File: src/sv/msbs_pkg.sv
// shared types and constants for the multi-signature byte scanner
package msbs_pkg;

   localparam int MODE_W  = 2;
   localparam int BYTE_W  = 8;
   localparam int OFF_W   = 14;
   localparam int SIDX_W  = 4;

   localparam logic [MODE_W-1:0] MODE_LOAD   = 2'd0;
   localparam logic [MODE_W-1:0] MODE_SCAN   = 2'd1;
   localparam logic [MODE_W-1:0] MODE_NEWBUF = 2'd2;

   // history window control from the sequencer
   typedef struct packed {
      logic              shift;
      logic              clear;
      logic [BYTE_W-1:0] data;
   } hist_ctl_type;

endpackage

File: src/sv/msbs_match_unit.sv
// history window of recent data bytes and the shared masked row compare
module msbs_match_unit #(
   parameter int SIG_LEN = 64,
   parameter int LEN_W   = 7
) (
   input  logic                                   clock,
   input  logic                                   reset,
   input  msbs_pkg::hist_ctl_type                 hist_ctl,
   input  logic [SIG_LEN*msbs_pkg::BYTE_W-1:0]    row,
   input  logic [LEN_W-1:0]                       len,
   output logic                                   bytes_hit
);
   import msbs_pkg::*;

   localparam int ROW_W = SIG_LEN * BYTE_W;

   // byte j of the window is the data byte j places back from the newest
   logic [ROW_W-1:0]   hist_ff;
   logic [ROW_W-1:0]   hist_in;
   logic [SIG_LEN-1:0] eq;

   always_comb begin
      hist_in = hist_ff;
      if (hist_ctl.clear) begin
         hist_in = '0;
      end else if (hist_ctl.shift) begin
         hist_in = ROW_W'({hist_ff, hist_ctl.data});
      end
   end

   always_ff @(posedge clock) begin
      if (reset) begin
         hist_ff <= '0;
      end else begin
         hist_ff <= hist_in;
      end
   end

   always_comb begin
      for (int j = 0; j < SIG_LEN; j++) begin
         eq[j] = (row[j*BYTE_W +: BYTE_W] == hist_ff[j*BYTE_W +: BYTE_W]) ||
                 !(LEN_W'(j) < len);
      end
   end

   assign bytes_hit = &eq;

endmodule

File: config.mk
export PLATFORM = sky130hd
export DESIGN_NAME = msbs_match_unit
export DESIGN_NICKNAME = d
export VERILOG_FILES = /design/src/sv/msbs_pkg.sv /design/src/sv/msbs_match_unit.sv
export SDC_FILE = /design/constraint.sdc
export NUM_CORES = 1
export LEC_CHECK = 0
export BUFFER_PORTS_ARGS = -buffer_cell sky130_fd_sc_hd__buf_2
export CAP_MARGIN = 10
export CORE_MARGIN = 4
export CORE_UTILIZATION = 25
export CTS_CLUSTER_SIZE = 20
export DETAILED_ROUTE_END_ITERATION = 8
export SYNTH_ARGS = -nofsm -noshare
export SYNTH_HDL_FRONTEND = slang
export SYNTH_SLANG_ARGS = --single-unit
File: constraint.sdc
create_clock -name clock -period 2.7 [get_ports clock]
set_clock_uncertainty 0.15 [all_clocks]
set_input_delay 0.54 -clock clock [delete_from_list [all_inputs] [get_ports clock]]
set_output_delay 0.54 -clock clock [all_outputs]
set_load 0.1 [all_outputs]
Yosys cells after proc, flatten, opt, wreduce, memory -nomap -nowiden
Cells that the tools add are included.
{"block": "totals", "elab_cells": 259, "inputBits": 531, "output_inout_bits": 1, "ff_bits": 512}
{"block": "classes", "reduce_logical": 130, "eq_ne": 64, "n_lt_le_gt_ge": 64}
{"op": "== test 8 bit", "count": 64}
{"op": "< comparator 6 x 7 -> 1 bit, first input constant", "count": 32}
{"op": "< comparator 5 x 7 -> 1 bit, first input constant", "count": 16}
{"op": "zero test 1 bit", "count": 64}
{"op": "logical OR 1 bit", "count": 64}
{"op": "AND reduction 64 bit", "count": 1}
{"op": "< comparator 4 x 7 -> 1 bit, first input constant", "count": 8}
{"op": "< comparator 3 x 7 -> 1 bit, first input constant", "count": 4}
{"op": "< comparator 1 x 7 -> 1 bit, first input constant", "count": 2}
{"op": "< comparator 2 x 7 -> 1 bit, first input constant", "count": 2}
{"op": "OR reduction 2 bit", "count": 1}

Longest topological paths before layout
{"block": "logic_depth", "word_depth": 4, "depth_mapped": 9, "ltp_nobuf": 7}

Least setup slack after synthesis
Ideal clock, no wire load.
{"block": "synth_path", "path_kind": "input to output", "startpoint": "input len[3]", "endpoint": "output bytes_hit", "path_stages": 7, "t_required_ps": 2010, "path_buffers": 1, "slack_ps": -1192, "arrival_ps": 3202, "path_cell_list": "buf_2 > or2_1 > or2_1 > o221ai_1 > nand4_1 > or4_4 > nor3_2"}
{"block": "synth_via", "elab_chain_len": 4, "word_cells_on_any_way": 193, "cone_classes": "64 x order compare; 129 x reduce/logical"}
{"element": "start, declared", "line": "msbs_match_unit.sv:10", "rtl": "input logic [LEN_W-1:0] len,"}
{"element": "< comparator 1 x 7 -> 1 bit (tied with other cells)", "line": "msbs_match_unit.sv:42", "rtl": "!(LEN_W'(j) < len);"}
{"element": "zero test 1 bit", "line": "msbs_match_unit.sv:42"}
{"element": "logical OR 1 bit", "line": "msbs_match_unit.sv:41", "rtl": "eq[j] = (row[j*BYTE_W +: BYTE_W] == hist_ff[j*BYTE_W +: BYTE_W]) ||"}
{"element": "AND reduction 64 bit (*)", "line": "msbs_match_unit.sv:46", "rtl": "assign bytes_hit = &eq;"}
{"element": "end, declared", "line": "msbs_match_unit.sv:11", "rtl": "output logic bytes_hit"}
Mark *: on every way between the ends. The rest lies on a longest branch, timed or not.

Final worst setup path
{"block": "layout_path", "startpoint": "register hist_ff[155]", "endpoint": "output bytes_hit"}
{"block": "layout_via", "elab_chain_len": 3}
{"element": "start, declared", "line": "msbs_match_unit.sv:18", "rtl": "logic [ROW_W-1:0] hist_ff;"}
{"element": "start signal, assigned", "line": "msbs_match_unit.sv:35", "rtl": "hist_ff <= hist_in;"}
{"element": "== test 8 bit", "line": "msbs_match_unit.sv:41"}
{"element": "logical OR 1 bit", "line": "msbs_match_unit.sv:41"}
{"element": "AND reduction 64 bit", "line": "msbs_match_unit.sv:46"}
No other way between the ends.

==> results.json <==
{
  "reg_top3": "hist_ff (512)",
  "rsz0062_at_grt": "yes",
  "layout_commonest_cell": "buf_4",
  "regMostFlops": "hist_ff",
  "status": "complete, but fails checks",
  "die_width_um": 319,
  "antenna_found_initial": 31,
  "synthCells": 2481,
  "slew_viol_final": 0,
  "clock_sinks": 512,
  "gp_congestion": 0.874,
  "post-dp-hpwl_um": 77600,
  "hp-class": "primary input to flip-flop",
  "clkTransAtPathRegs_ns": 0.06,
  "worstSetupPathType": "flip-flop to output pin",
  "fillers": 9706,
  "synth-main-ff-cell": "dfxtp_1",
  "syn-cell-area_um2": 24200,
  "clkPwrFrac_pct": 46.0,
  "clockRootBuffer": "clkbuf_16",
  "grt_pass1_vias": 22000,
  "hold_violations": 0,
  "vias_per_cell": 4.34,
  "num_io_pins": 532,
  "ant_nets": 0,
  "vias": 21400,
  "synthTopCellsByArea": "dfxtp_1 (42%), mux2i_1 (21%), xnor2_1 (9.3%), xor2_1 (9.3%), nor2_1 (8.3%)",
  "die_y_um": 319,
  "drcViolationCount": 0,
  "synth_edf_count": 0,
  "clk_latency_ns": 0.63,
  "dpl_cell_area_um2": 33100,
  "fin_crit_sh_pct": 149,
  "grt_pass1_wl_um": 137000,
  "grtUsageMet2_pct": 30.6,
  "die-area_um2": 102000,
  "avgSynthCellArea_um2": 9.74,
  "first_pass_iters": 5,
  "cp.arrival_ns": 3.33,
  "gr-usage-met1_pct": 21.6,
  "drt_iter0_markers": 1227,
  "fin_ws_ns": -1.32,
  "peakVddDrop_uv": 461,
  "cts.htree.levels": 2,
  "nNetsFinal": 4156,
  "final_cells": 4946,
  "largest_reg_flops": 512,
  "synth_cell_types": 56,
  "grt_overflow": 0,
  "crit_slowest_cell": "or4bb_1",
  "tritoncts": "yes",
  "ys_ff_latch": 512,
  "end_kind": "output pin",
  "final_cell_mix": "buf_4 (657), nor2_1 (532), buf_2 (529)",
  "slew_headroom_pct": 51.5,
  "grt_max_degree": 99,
  "drt_wl_total_um": 94700,
  "crit_chain": "xor2_1, nor4_4, buf_4, a22oi_1, or4bb_1, nor4_1, nand4_1, nor3_4, buf_12",
  "p_seq_share_pct": 43.8,
  "cap_viol_max_count": 0,
  "coreArea_um2": 95400,
  "fmax_ghz": 0.249,
  "utilization_pct": 37.0,
  "violations": "setup timing",
  "critical_path_required_ns": 2.01,
  "powerDensity_nw_per_um2": 490,
  "fin_crit_ns": 4.02,
  "slowest_delay_ns": 0.52,
  "yosysTopAreaCell": "dfxtp_1",
  "cp-start-kind": "flip-flop",
  "start_util_pct": 25.3,
  "synthToLayoutAreaGrowth_pct": 45.9,
  "ys_seq_area_share_pct": 42.4,
  "leakage_uw": 0.0164,
  "cts_buffer_depth": 3,
  "synth_top_area_share_pct": 42.4,
  "p_int_uw": 13000,
  "postLayoutCellArea_um2": 35300,
  "fp-row-count": 113,
  "gr-usage-all-layers_pct": 17.9,
  "place.port_buffers": 531,
  "pre_cts_slack_ns": -1.44,
  "dp_cells": 4821,
  "pwr-share-comb_pct": 10.2,
  "syn-num-nets": 3012,
  "crit_fanout": 2,
  "async_reset_ff_share_pct": 0,
  "netSwitchingFraction_pct": 24.6,
  "cts_buffers": 60,
  "power_switching_uw": 4240,
  "worstMarginPinSlew_ns": 0.721,
  "routedWlPerCell_um": 19.2,
  "use_met3_pct": 4.80,
  "grt-busiest-layer": "met2",
  "drive_gt1_share_pct": 36.0,
  "setup_viol": 1,
  "ys_warn_count": 0
}
timing repair:
action,4_1_cts,5_1_grt
resized for setup,22,3
hold buffers,6,0
setup endpoints to repair,1,1
cloned,0,0
setup buffers,2,0
endpoints found under the hold margin,6,0
pin swaps,14,1
stage by stage:
step | hold slack, ns | setup TNS [ns] | total power [uW]
after floorplan | 0.331 | -0.705 | 8560
after global placement | 0.365 | -1.45 | 9470
after detailed placement | 0.370 | -1.44 | 9480
after CTS | 0.00903 | -1.38 | 17500
after global routing | 0.0572 | -1.43 | 17900
final | 0.0781 | -1.32 | 17300
per-layer routing:
metal / part of all wire [%] / vias up
met5: 0.24 / -
met4: 3.5 / 32
met3: 6.6 / 144
met2: 48 / 556
met1: 42 / 9966
li1: - / 10700
power groups by stage:
stage | logic, uW | registers (uW) | clock network [uW]
2_1_floorplan | 834 | 7730 | 0
3_3_place_gp | 1740 | 7730 | 0
3_5_place_dp | 1750 | 7730 | 0
4_1_cts | 1770 | 7560 | 8210
5_1_grt | 1880 | 7560 | 8500
6_report | 1760 | 7560 | 7950
Yosys cell counts (2+ instances only):
| cell type | number |
|---|---|
| nor2_1 | 533 |
| dfxtp_1 | 512 |
| mux2i_1 | 512 |
| xnor2_1 | 256 |
| xor2_1 | 256 |
| clkbuf_1 | 79 |
| nand4_1 | 71 |
| nor4_1 | 71 |
| buf_1 | 39 |
| o21ai_0 | 32 |
| nand2_1 | 27 |
| a21oi_1 | 13 |
| a22oi_1 | 8 |
| a21o_1 | 5 |
| a22o_1 | 4 |
| o21a_1 | 4 |
| o22ai_1 | 4 |
| buf_2 | 3 |
| o211ai_1 | 3 |
| o31ai_1 | 3 |
| or2_1 | 3 |
| a2111oi_0 | 2 |
| and3_1 | 2 |
| buf_6 | 2 |
| nor3_1 | 2 |
| nor3b_4 | 2 |
| o2111ai_1 | 2 |
| o21ai_1 | 2 |
| o221ai_1 | 2 |
logic make-up (layout without fill, tap and decap cells):
family / Yosys count / in the layout / synth area share [%]
AOI/OAI and AO/OA: 95 / 95 / 2.55
xor gates and xnor gates: 512 / 512 / 18.5
muxes: 512 / 512 / 21.2
other: 0 / 12 / 0
and+or+nand+nor: 724 / 724 / 13.2
buffers and inverters: 126 / 1314 / 2.09
DFF: 512 / 512 / 42.4
critical path: cells and delay by family (launching register included):
family / cells / cell delay, ns
AO/OA/AOI/OAI: 1 / 0.09
XOR/XNOR: 1 / 0.20
buffers and inverters: 2 / 0.41
flip-flops: 1 / 0.35
AND/OR/NAND/NOR: 5 / 1.62
worst paths after layout:
| kind | from | to | slack (ns) | cells past startpoint |
|---|---|---|---|---|
| worst max-delay path | hist_ff[155]$_SDFFE_PP0P_ | bytes_hit | -1.32 | 9 |
| worst max register to register | hist_ff[454]$_SDFFE_PP0P_ | hist_ff[454]$_SDFFE_PP0P_ | 1.65 | 4 |
| worst min register to register | hist_ff[100]$_SDFFE_PP0P_ | hist_ff[100]$_SDFFE_PP0P_ | 0.39 | 2 |
| worst min-delay path | hist_ctl[5] | hist_ff[5]$_SDFFE_PP0P_ | 0.08 | 3 |
layout make-up:
cell class              instances  area [um2]  share of cell area [%]
clock inverters                21         219                   0.621
flip-flops and latches        512       10300                    29.1
clock buffers                  85        1690                    4.78
inverters                       1        3.75                  0.0106
well taps                    1265        1580                    4.49
multi-input cells            1843       13500                    38.4
repair buffers               1207        7940                    22.5
diodes                         12        30.0                  0.0852
Note: power is estimated with default switching activity, not from simulation.
